File: config.mk
export PLATFORM = sky130hd
export DESIGN_NAME = cave_cellular_automaton_smoothing_unit_flat
export DESIGN_NICKNAME = d
export VERILOG_FILES = /design/src/hw/rtl/cave_pkg.sv /design/src/hw/rtl/cave_ifs.sv /design/src/hw/rtl/cave_cellular_automaton_smoothing_unit.sv /design/src/hw/rtl/cave_lbuf.sv /design/src/hw/rtl/cave_rule.sv /design/src/hw/rtl/cave_ofifo.sv /design/src/flat_wrapper.sv
export SDC_FILE = /design/constraint.sdc
export NUM_CORES = 1
export LEC_CHECK = 0
export ABC_CLOCK_PERIOD_IN_PS = 45800
export BUFFER_PORTS_ARGS = -buffer_cell sky130_fd_sc_hd__buf_2
export CAP_MARGIN = 0
export CORE_MARGIN = 8
export CORE_UTILIZATION = 60
export CTS_BUF_LIST = sky130_fd_sc_hd__clkbuf_4 sky130_fd_sc_hd__clkbuf_8
export DETAILED_ROUTE_END_ITERATION = 6
export PLACE_DENSITY = 0.81
export SYNTH_ARGS = -nofsm -noshare
export SYNTH_HDL_FRONTEND = slang
export SYNTH_SLANG_ARGS = --single-unit
File: constraint.sdc
create_clock -name i_clk -period 45.8 [get_ports i_clk]
set_input_delay 9.16 -clock i_clk [delete_from_list [all_inputs] [get_ports i_clk]]
set_output_delay 9.16 -clock i_clk [all_outputs]
set_load 0.03 [all_outputs]
File: src/hw/rtl/cave_pkg.sv
// Package for the cave smoothing block: sizes, codes, and the structs
// shared by the interfaces and modules. No dependencies.
`default_nettype none

package cave_pkg;

    // Largest grid side the line buffers hold
    localparam int MAX_GRID = 256;
    localparam int ADDR_W   = $clog2(MAX_GRID);
    localparam int SIZE_W   = 9;
    localparam int IN_ROW_W = ADDR_W + 1;   // input row runs two past the grid
    localparam int COUNT_W  = 4;

    typedef logic [ADDR_W-1:0]   t_coord;
    typedef logic [SIZE_W-1:0]   t_size;
    typedef logic [IN_ROW_W-1:0] t_in_row;
    typedef logic [COUNT_W-1:0]  t_count;

    // Grid side limits and reset value
    localparam t_size  GRID_MIN       = t_size'(3);
    localparam t_size  GRID_MAX       = t_size'(MAX_GRID);
    localparam t_coord RESET_LAST_IDX = t_coord'(63);

    // Neighbor count at which the cell keeps its value
    localparam t_count WALL_PIVOT = t_count'(4);

    // 3x3 neighborhood taps around the cell being decided
    typedef struct packed {
        logic nw;
        logic n;
        logic ne;
        logic w;
        logic ctr;
        logic e;
        logic sw;
        logic s;
        logic se;
    } t_window;

    // Grid border flags for the cell being decided
    typedef struct packed {
        logic top;
        logic bottom;
        logic left;
        logic right;
    } t_edge;

    // One smoothed cell
    typedef struct packed {
        logic   wall;
        t_coord row;
        t_coord column;
        logic   last;
    } t_result;

endpackage

`default_nettype wire

File: src/hw/rtl/cave_ifs.sv
// Channel interfaces of the cave smoothing block: cell input, result
// output and grid-size write channel. Depends on cave_pkg.
`default_nettype none

interface cave_in_if;
    logic valid;
    logic ready;
    logic cell_wall;
    logic is_padding;
    modport source (output valid, output cell_wall, output is_padding, input ready);
    modport sink   (input valid, input cell_wall, input is_padding, output ready);
endinterface

interface cave_out_if;
    logic             valid;
    logic             ready;
    logic             wall;
    cave_pkg::t_coord row;
    cave_pkg::t_coord column;
    logic             last;
    modport source (output valid, output wall, output row, output column, output last,
                     input ready);
    modport sink   (input valid, input wall, input row, input column, input last,
                     output ready);
endinterface

interface cave_cfg_if;
    logic            valid;
    logic            ready;
    cave_pkg::t_size data;
    modport source (output valid, output data, input ready);
    modport sink   (input valid, input data, output ready);
endinterface

`default_nettype wire

File: src/hw/rtl/cave_cellular_automaton_smoothing_unit.sv
// Cave smoothing unit: one in-place 4-5 cellular automaton pass over a
// square wall grid streamed in scan order.
// Channels: i_in takes one cell per transaction (cell_wall, is_padding);
// o_out gives one smoothed cell per transaction (wall, row, column, last);
// i_cfg writes grid_size, clamped to 3..256, and restarts the pass.
// Throughput: one cell per clock unless the result queue is full, set by
// the combinational decision loop (a cell's result feeds the next cell's
// left neighbor) and by two line buffers, each one write, one read per cycle.
// Results: the result for a cell is pushed on the transaction that brings
// the cell diagonally below-right of it, grid_size+1 items later, into the
// result queue, whose head drives o_out. After the last grid cell, the feeder
// sends grid_size+1 padding items; the result with last set ends the pass.
// Reset: grid_size returns to 64 and a new pass starts; the line buffers
// need no clearing, stale entries reach only row 0's masked north taps.
// Receiver stall: a two-entry result queue keeps accepting cells while one
// result waits; i_in.ready drops only when the queue is full.
// Depends on cave_pkg, cave_ifs, cave_lbuf, cave_rule and cave_ofifo.
`default_nettype none

module cave_cellular_automaton_smoothing_unit (
    input  wire logic  i_clk,
    input  wire logic  i_rst_n,
    cave_in_if.sink    i_in,
    cave_out_if.source o_out,
    cave_cfg_if.sink   i_cfg
);

    cave_pkg::t_coord  r_last_idx, n_last_idx;
    cave_pkg::t_in_row r_in_row, n_in_row;
    cave_pkg::t_coord  r_in_col, n_in_col;
    cave_pkg::t_coord  r_out_row, n_out_row;
    cave_pkg::t_coord  r_out_col, n_out_col;

    // Window taps
    logic r_x1, r_x2;        // raw cells one and two behind the arrival
    logic r_a_prev;          // raw value of the cell being decided
    logic r_up0, r_up1;      // smoothed row above, left and center
    logic r_prev;            // last smoothed result

    logic              w_acc, w_cfg_acc, w_emit, w_last, w_v, w_res, w_full;
    logic              w_a_rdata, w_b_rdata;
    cave_pkg::t_coord  w_b_raddr;
    cave_pkg::t_size   w_side;
    cave_pkg::t_window w_taps;
    cave_pkg::t_edge   w_edge;
    cave_pkg::t_result w_push_data;

    assign i_cfg.ready = 1'b1;
    assign w_cfg_acc   = i_cfg.valid & i_cfg.ready;
    assign i_in.ready  = ~w_full;
    assign w_acc       = i_in.valid & i_in.ready;
    assign w_v         = i_in.is_padding ? 1'b0 : i_in.cell_wall;

    // A result is due once the arrival has reached row 1, column 1
    assign w_emit = (r_in_row != '0)
                  && !((r_in_row == cave_pkg::t_in_row'(1)) && (r_in_col == '0));
    assign w_last = (r_out_row == r_last_idx) && (r_out_col == r_last_idx);

    // Grid size clamp
    always_comb begin
        if (i_cfg.data < cave_pkg::GRID_MIN) begin
            w_side = cave_pkg::GRID_MIN;
        end else if (i_cfg.data > cave_pkg::GRID_MAX) begin
            w_side = cave_pkg::GRID_MAX;
        end else begin
            w_side = i_cfg.data;
        end
    end

    // Scan position counters
    always_comb begin
        n_last_idx = r_last_idx;
        n_in_row   = r_in_row;
        n_in_col   = r_in_col;
        n_out_row  = r_out_row;
        n_out_col  = r_out_col;
        if (w_cfg_acc) begin
            n_last_idx = cave_pkg::t_coord'(w_side - cave_pkg::t_size'(1));
            n_in_row   = '0;
            n_in_col   = '0;
            n_out_row  = '0;
            n_out_col  = '0;
        end else if (w_acc) begin
            if (w_emit && w_last) begin
                n_in_row  = '0;
                n_in_col  = '0;
                n_out_row = '0;
                n_out_col = '0;
            end else begin
                if (r_in_col == r_last_idx) begin
                    n_in_col = '0;
                    n_in_row = r_in_row + cave_pkg::t_in_row'(1);
                end else begin
                    n_in_col = r_in_col + cave_pkg::t_coord'(1);
                end
                if (w_emit) begin
                    if (r_out_col == r_last_idx) begin
                        n_out_col = '0;
                        n_out_row = r_out_row + cave_pkg::t_coord'(1);
                    end else begin
                        n_out_col = r_out_col + cave_pkg::t_coord'(1);
                    end
                end
            end
        end
    end

    always_ff @(posedge i_clk) begin
        if (!i_rst_n) begin
            r_last_idx <= cave_pkg::RESET_LAST_IDX;
            r_in_row   <= '0;
            r_in_col   <= '0;
            r_out_row  <= '0;
            r_out_col  <= '0;
        end else begin
            r_last_idx <= n_last_idx;
            r_in_row   <= n_in_row;
            r_in_col   <= n_in_col;
            r_out_row  <= n_out_row;
            r_out_col  <= n_out_col;
        end
    end

    // Raw line buffer: read ahead at the next arrival's column, which holds
    // the raw cell right of the one being decided
    cave_lbuf #(
        .DEPTH (cave_pkg::MAX_GRID),
        .WIDTH (1)
    ) u_raw_lbuf (
        .i_clk   (i_clk),
        .i_we    (w_acc),
        .i_waddr (r_in_col),
        .i_wdata (w_v),
        .i_raddr (n_in_col),
        .o_rdata (w_a_rdata)
    );

    // Smoothed line buffer: read ahead one column past the next result; when
    // the next result ends its row, fetch column 0 instead, the north tap of
    // the first cell in the following row
    assign w_b_raddr = (n_out_col == r_last_idx) ? '0
                     : n_out_col + cave_pkg::t_coord'(1);

    cave_lbuf #(
        .DEPTH (cave_pkg::MAX_GRID),
        .WIDTH (1)
    ) u_smooth_lbuf (
        .i_clk   (i_clk),
        .i_we    (w_acc & w_emit),
        .i_waddr (r_out_col),
        .i_wdata (w_res),
        .i_raddr (w_b_raddr),
        .o_rdata (w_b_rdata)
    );

    // Window shift registers
    always_ff @(posedge i_clk) begin
        if (w_acc) begin
            r_x1     <= w_v;
            r_x2     <= r_x1;
            r_a_prev <= w_a_rdata;
            if (w_emit) begin
                r_up0  <= r_up1;
                r_up1  <= w_b_rdata;
                r_prev <= w_res;
            end
        end
    end

    // Neighborhood of the cell being decided
    always_comb begin
        w_taps.nw  = r_up0;
        w_taps.n   = r_up1;
        w_taps.ne  = w_b_rdata;
        w_taps.w   = r_prev;
        w_taps.ctr = r_a_prev;
        w_taps.e   = w_a_rdata;
        w_taps.sw  = r_x2;
        w_taps.s   = r_x1;
        w_taps.se  = w_v;
        w_edge.top    = (r_out_row == '0);
        w_edge.bottom = (r_out_row == r_last_idx);
        w_edge.left   = (r_out_col == '0);
        w_edge.right  = (r_out_col == r_last_idx);
    end

    cave_rule u_rule (
        .i_taps (w_taps),
        .i_edge (w_edge),
        .o_wall (w_res)
    );

    // Result queue
    always_comb begin
        w_push_data.wall   = w_res;
        w_push_data.row    = r_out_row;
        w_push_data.column = r_out_col;
        w_push_data.last   = w_last;
    end

    cave_ofifo u_ofifo (
        .i_clk   (i_clk),
        .i_rst_n (i_rst_n),
        .i_push  (w_acc & w_emit),
        .i_data  (w_push_data),
        .o_full  (w_full),
        .o_out   (o_out)
    );

    // The arrival sits one row and one column past the cell being decided, in scan order
    a_emit_offset: assert property (@(posedge i_clk) disable iff (!i_rst_n)
        (w_acc && w_emit) |->
            ((r_in_col == r_out_col + cave_pkg::t_coord'(1))
              && (r_in_row == {1'b0, r_out_row} + cave_pkg::t_in_row'(1)))
            || ((r_out_col == r_last_idx) && (r_in_col == '0)
              && (r_in_row == {1'b0, r_out_row} + cave_pkg::t_in_row'(2))))
        else $error("arrival and decided cell out of step");

    // The final cell of the grid restarts the pass
    a_last_restart: assert property (@(posedge i_clk) disable iff (!i_rst_n)
        (w_acc && w_emit && w_last) |=>
            (r_in_row == '0) && (r_in_col == '0) && (r_out_row == '0) && (r_out_col == '0))
        else $error("positions not cleared after last cell");

    // Columns and the result row stay inside the grid
    a_col_range: assert property (@(posedge i_clk) disable iff (!i_rst_n)
        (r_in_col <= r_last_idx) && (r_out_col <= r_last_idx)
            && (r_out_row <= r_last_idx))
        else $error("scan position beyond grid side");

endmodule

`default_nettype wire

File: src/hw/rtl/cave_lbuf.sv
// Generic line buffer, WIDTH bits wide: one write port, one read port with
// registered read data (read-first). No dependencies.
`default_nettype none

module cave_lbuf #(
    parameter int DEPTH = 256,
    parameter int WIDTH = 1
) (
    input  wire logic                     i_clk,
    input  wire logic                     i_we,
    input  wire logic [$clog2(DEPTH)-1:0] i_waddr,
    input  wire logic [WIDTH-1:0]         i_wdata,
    input  wire logic [$clog2(DEPTH)-1:0] i_raddr,
    output logic      [WIDTH-1:0]         o_rdata
);

    logic [WIDTH-1:0] mem [DEPTH];

    // Read every cycle, write when enabled
    always_ff @(posedge i_clk) begin
        o_rdata <= mem[i_raddr];
        if (i_we) begin
            mem[i_waddr] <= i_wdata;
        end
    end

endmodule

`default_nettype wire

File: src/hw/rtl/cave_rule.sv
// Neighbor count and 4-5 decision for one cell, with out-of-grid
// neighbors forced to wall. Depends on cave_pkg.
`default_nettype none

module cave_rule (
    input  wire cave_pkg::t_window i_taps,
    input  wire cave_pkg::t_edge   i_edge,
    output logic                   o_wall
);

    logic nw, n, ne, w, e, sw, s, se;
    cave_pkg::t_count w_count;

    // Border masking: outside the grid counts as wall
    always_comb begin
        nw = i_taps.nw | i_edge.top | i_edge.left;
        n  = i_taps.n  | i_edge.top;
        ne = i_taps.ne | i_edge.top | i_edge.right;
        w  = i_taps.w  | i_edge.left;
        e  = i_taps.e  | i_edge.right;
        sw = i_taps.sw | i_edge.bottom | i_edge.left;
        s  = i_taps.s  | i_edge.bottom;
        se = i_taps.se | i_edge.bottom | i_edge.right;
    end

    assign w_count = cave_pkg::t_count'(nw) + cave_pkg::t_count'(n)
                   + cave_pkg::t_count'(ne) + cave_pkg::t_count'(w)
                   + cave_pkg::t_count'(e)  + cave_pkg::t_count'(sw)
                   + cave_pkg::t_count'(s)  + cave_pkg::t_count'(se);

    // Above pivot: wall, below: open, at pivot: keep center
    always_comb begin
        if (w_count > cave_pkg::WALL_PIVOT) begin
            o_wall = 1'b1;
        end else if (w_count < cave_pkg::WALL_PIVOT) begin
            o_wall = 1'b0;
        end else begin
            o_wall = i_taps.ctr;
        end
    end

endmodule

`default_nettype wire

File: src/hw/rtl/cave_ofifo.sv
// Two-entry result queue between the smoothing pipeline and the output
// channel. Depends on cave_pkg and cave_out_if.
`default_nettype none

module cave_ofifo (
    input  wire logic              i_clk,
    input  wire logic              i_rst_n,
    input  wire logic              i_push,
    input  wire cave_pkg::t_result i_data,
    output logic                   o_full,
    cave_out_if.source             o_out
);

    cave_pkg::t_result r_ent [2];
    logic              r_wptr, n_wptr;
    logic              r_rptr, n_rptr;
    logic [1:0]        r_count, n_count;
    logic              w_pop;

    assign w_pop  = o_out.valid & o_out.ready;
    assign o_full = (r_count == 2'd2);

    // Pointer and occupancy update
    always_comb begin
        n_wptr  = r_wptr ^ i_push;
        n_rptr  = r_rptr ^ w_pop;
        n_count = r_count + 2'(i_push) - 2'(w_pop);
    end

    always_ff @(posedge i_clk) begin
        if (!i_rst_n) begin
            r_wptr  <= 1'b0;
            r_rptr  <= 1'b0;
            r_count <= 2'd0;
        end else begin
            r_wptr  <= n_wptr;
            r_rptr  <= n_rptr;
            r_count <= n_count;
        end
    end

    // Payload storage
    always_ff @(posedge i_clk) begin
        if (i_push) begin
            r_ent[r_wptr] <= i_data;
        end
    end

    // Head entry drives the channel
    assign o_out.valid  = (r_count != 2'd0);
    assign o_out.wall   = r_ent[r_rptr].wall;
    assign o_out.row    = r_ent[r_rptr].row;
    assign o_out.column = r_ent[r_rptr].column;
    assign o_out.last   = r_ent[r_rptr].last;

endmodule

`default_nettype wire

File: src/flat_wrapper.sv
// flat-port wrapper written by rule: the top's interface ports become plain ports
module cave_cellular_automaton_smoothing_unit_flat 
  (i_clk, i_rst_n, i_in_valid, i_in_cell_wall, i_in_is_padding, i_in_ready, o_out_valid, o_out_wall, o_out_row, o_out_column, o_out_last, o_out_ready, i_cfg_valid, i_cfg_data, i_cfg_ready);
  cave_in_if i_in_i ();
  cave_out_if o_out_i ();
  cave_cfg_if i_cfg_i ();
  input  wire logic i_clk;
  input  wire logic i_rst_n;
  input wire logic [$bits(i_in_i.valid)-1:0] i_in_valid;
  input wire logic [$bits(i_in_i.cell_wall)-1:0] i_in_cell_wall;
  input wire logic [$bits(i_in_i.is_padding)-1:0] i_in_is_padding;
  output wire logic [$bits(i_in_i.ready)-1:0] i_in_ready;
  output wire logic [$bits(o_out_i.valid)-1:0] o_out_valid;
  output wire logic [$bits(o_out_i.wall)-1:0] o_out_wall;
  output wire logic [$bits(o_out_i.row)-1:0] o_out_row;
  output wire logic [$bits(o_out_i.column)-1:0] o_out_column;
  output wire logic [$bits(o_out_i.last)-1:0] o_out_last;
  input wire logic [$bits(o_out_i.ready)-1:0] o_out_ready;
  input wire logic [$bits(i_cfg_i.valid)-1:0] i_cfg_valid;
  input wire logic [$bits(i_cfg_i.data)-1:0] i_cfg_data;
  output wire logic [$bits(i_cfg_i.ready)-1:0] i_cfg_ready;
  assign i_in_i.valid = i_in_valid;
  assign i_in_i.cell_wall = i_in_cell_wall;
  assign i_in_i.is_padding = i_in_is_padding;
  assign i_in_ready = i_in_i.ready;
  assign o_out_valid = o_out_i.valid;
  assign o_out_wall = o_out_i.wall;
  assign o_out_row = o_out_i.row;
  assign o_out_column = o_out_i.column;
  assign o_out_last = o_out_i.last;
  assign o_out_i.ready = o_out_ready;
  assign i_cfg_i.valid = i_cfg_valid;
  assign i_cfg_i.data = i_cfg_data;
  assign i_cfg_ready = i_cfg_i.ready;
  cave_cellular_automaton_smoothing_unit u_core (.i_clk(i_clk), .i_rst_n(i_rst_n), .i_in(i_in_i), .o_out(o_out_i), .i_cfg(i_cfg_i));
endmodule
==> results.cfg <==
[synthesis]
yosysWarnings = 0
ys_seq_elements = 602
synth-main-ff-cell = edfxtp_1
ys_async_sr_fraction = 0
synth.area.top_cells = edfxtp_1, nor2_1, nand2_1, dfxtp_1, clkbuf_1
synth_top_cells_by_count = nor2_1, edfxtp_1, nand2_1, clkbuf_1, nand3_1
synth_nets = 2563
postSynthCellCount = 2521
syn_avg_cell_area_um2 = 11.11
syn_area_um2 = 28020
synthDominantAreaCellType = edfxtp_1
yosysSeqAreaShare = 0.6281
synth_top_area_frac = 0.5938
yosysMostFrequentCell = nor2_1
synth_edf_count = 554
ys_types = 86

[timing]
finalSetupViolations = 0
fmax_mhz = 65.33
whs_ps = 452.9
setup_tns_ps = 0
min_period_ps = 15310
finalMaxSlewViolations = 0
tightestPinTransition_ps = 1132
slew_headroom = 0.2255
rsz0062_at_grt = no
layout_setup_ws_ps = 30490
hold_viol_final = 0
skew_ps = 74.42
post-route-period-util = 0.3342

[drt]
drt-initial-drc-count = 3336
wl_um = 70900
final_antenna_net_count = 0
drcViolationCount = 0
firstDrtPassIters = 6
vias = 20640
post_drt_wl_per_cell_um = 22.43
viasPerCell = 6.529

[power]
total_leakage_power_nw = 9.041
p_per_area_nw_per_um2 = 37.47
p_total_mw = 1.133
peakVddDrop_v = 0.00003049

[global_routing]
grt-busiest-layer = met2
grt_max_degree = 125
grt_use_total = 0.2594
met3_usage = 0.06694
grt_pass1_vias = 20120
grt_use_met1 = 0.3339
overflow = 0
gr-usage-met2 = 0.4169
grt_pass1_wl_um = 110000
antenna_found_initial = 0

[worst_setup_path]
cp_max_fo = 59
critPathRequiredTime_ps = 46400
end_kind = flip-flop
critPathKind = in2reg
rrSetupSlack_ps = 38140
crit_arrival_ps = 15910
critPathLaunchType = primary input

[clock_tree]
cts_resized = 0
h-tree-depth = 3
clkTransAtPathRegs_ps = 70
cts_tree = built
postCtsSetupRepairBufs = 0
numClockSinks = 602
cts_made_buffers = 95
cts_hold_buf = 0
clockRootBuffer = clkbuf_8
clk_path_buf_depth = 3
clkLatencyLatePin_ps = 710

[finish]
nets = 2525
drive_above_1_share = 0.1096
n_antenna_cell = 0
area_growth_syn_to_layout_pct = 7.918
final_cell_area_um2 = 30240

[die]
num_rows = 79
dieArea_um2 = 53870
die_y_um = 232.1
core_um2 = 46360
die_w_um = 232.1
start_util = 0.6044
ios = 37

[flow_run]
maxCapViolations = 0

[placement]
finalWeightedCongestion = 0.8911
dpl_cell_area_um2 = 28440
portBuffers = 35
dp_hpwl_um = 41580
dp_slack_ps = 29980

[status]
status = complete, no violations

[min_path]
hold_class = reg2reg
path summary, 6_finish.rpt:
| kind | from | end | cells past startpoint |
|---|---|---|---|
| setup / recovery | i_in_valid | u_core.u_smooth_lbuf.o_rdata | 21 |
| setup reg to reg | u_core.r_in_col[6] | u_core.u_smooth_lbuf.o_rdata | 19 |
| hold / removal | u_core.u_raw_lbuf.o_rdata | u_core.r_a_prev | 0 |
| hold reg to reg | u_core.u_raw_lbuf.o_rdata | u_core.r_a_prev | 0 |
critical path, cell delays in order:
cell and delay (ps):
buf_2 90, nand2_1 150, inv_1 600, o21ai_4 330
inv_4 380, nor2_1 130, a31oi_4 150, buf_4 610
inv_2 80, ha_2 340, a2111oi_0 970, a211oi_4 280
buf_4 420, nand3_1 190, nand3_1 100, o21ai_0 230
a21oi_1 90, a2111oi_0 710, nor4_1 200, o32a_1 390
a211o_1 220
cell usage in the layout, fill, tap and decap left out, drive strengths merged, types with 42 or more instances in the layout:
master,Yosys,layout
nor2,624,624
edfxtp,554,554
nand2,259,259
clkbuf,142,122
nand3,90,90
o21ai,68,68
buf,54,61
o221ai,55,55
a21oi,52,52
dfxtp,48,48
clkinv,0,42
power breakdown:
part	internal (mW)	switching [mW]	leakage, nW
clock	0.226	0.211	0.951
sequential	0.626	0.00336	5.12
combinational	0.0143	0.0514	2.98
kinds of logic after synthesis:
group,share of synthesized area
AOI/OAI and AO/OA,0.09918
xor gates and xnor gates,0.01840
adders and majority gates,0.01268
buffers and inverters,0.03327
DFF,0.6281
muxes,0.03613
other,0.0001338
and+or+nand+nor,0.1722
metrics by stage:
step                      std cells    util
final                          3161  0.6522
after global routing           3161  0.6522
after CTS                      3161  0.6522
after detailed placement       2993  0.6135
after global placement         2993  0.6135
after floorplan                2521       -
layout make-up:
class | instances | area [µm²]
multi-input cells | 1690 | 9585
flip-flops and latches | 602 | 17600
repair buffers | 61 | 370.4
fillers | 3339 | 16120
well taps | 607 | 759.5
inverters | 33 | 126.4
clock buffers | 122 | 1548
clock inverters | 46 | 250.2
per-layer routing:
layer / share of wire / up-vias
li1: - / 9062
met1: 0.37 / 10000
met2: 0.47 / 1349
met3: 0.12 / 226
met4: 0.037 / 0
met5: 0 / -
state kept, by name, summed over array words and instances (netlist names), named ones only:
register                      count
u_core.u_ofifo.r_wptr             1
u_core.r_in_row                   9
u_core.u_ofifo.r_count            2
u_core.u_smooth_lbuf.mem        256
u_core.r_x1                       1
u_core.r_in_col                   8
u_core.u_ofifo.r_ent             36
u_core.u_raw_lbuf.mem           256
u_core.u_raw_lbuf.o_rdata         1
u_core.u_ofifo.r_rptr             1
u_core.r_out_col                  8
u_core.r_up1                      1
u_core.r_out_row                  8
u_core.r_last_idx                 8
u_core.r_x2                       1
u_core.r_a_prev                   1
u_core.r_prev                     1
u_core.r_up0                      1
u_core.u_smooth_lbuf.o_rdata      1
Note: power is estimated with default switching activity, not from simulation.
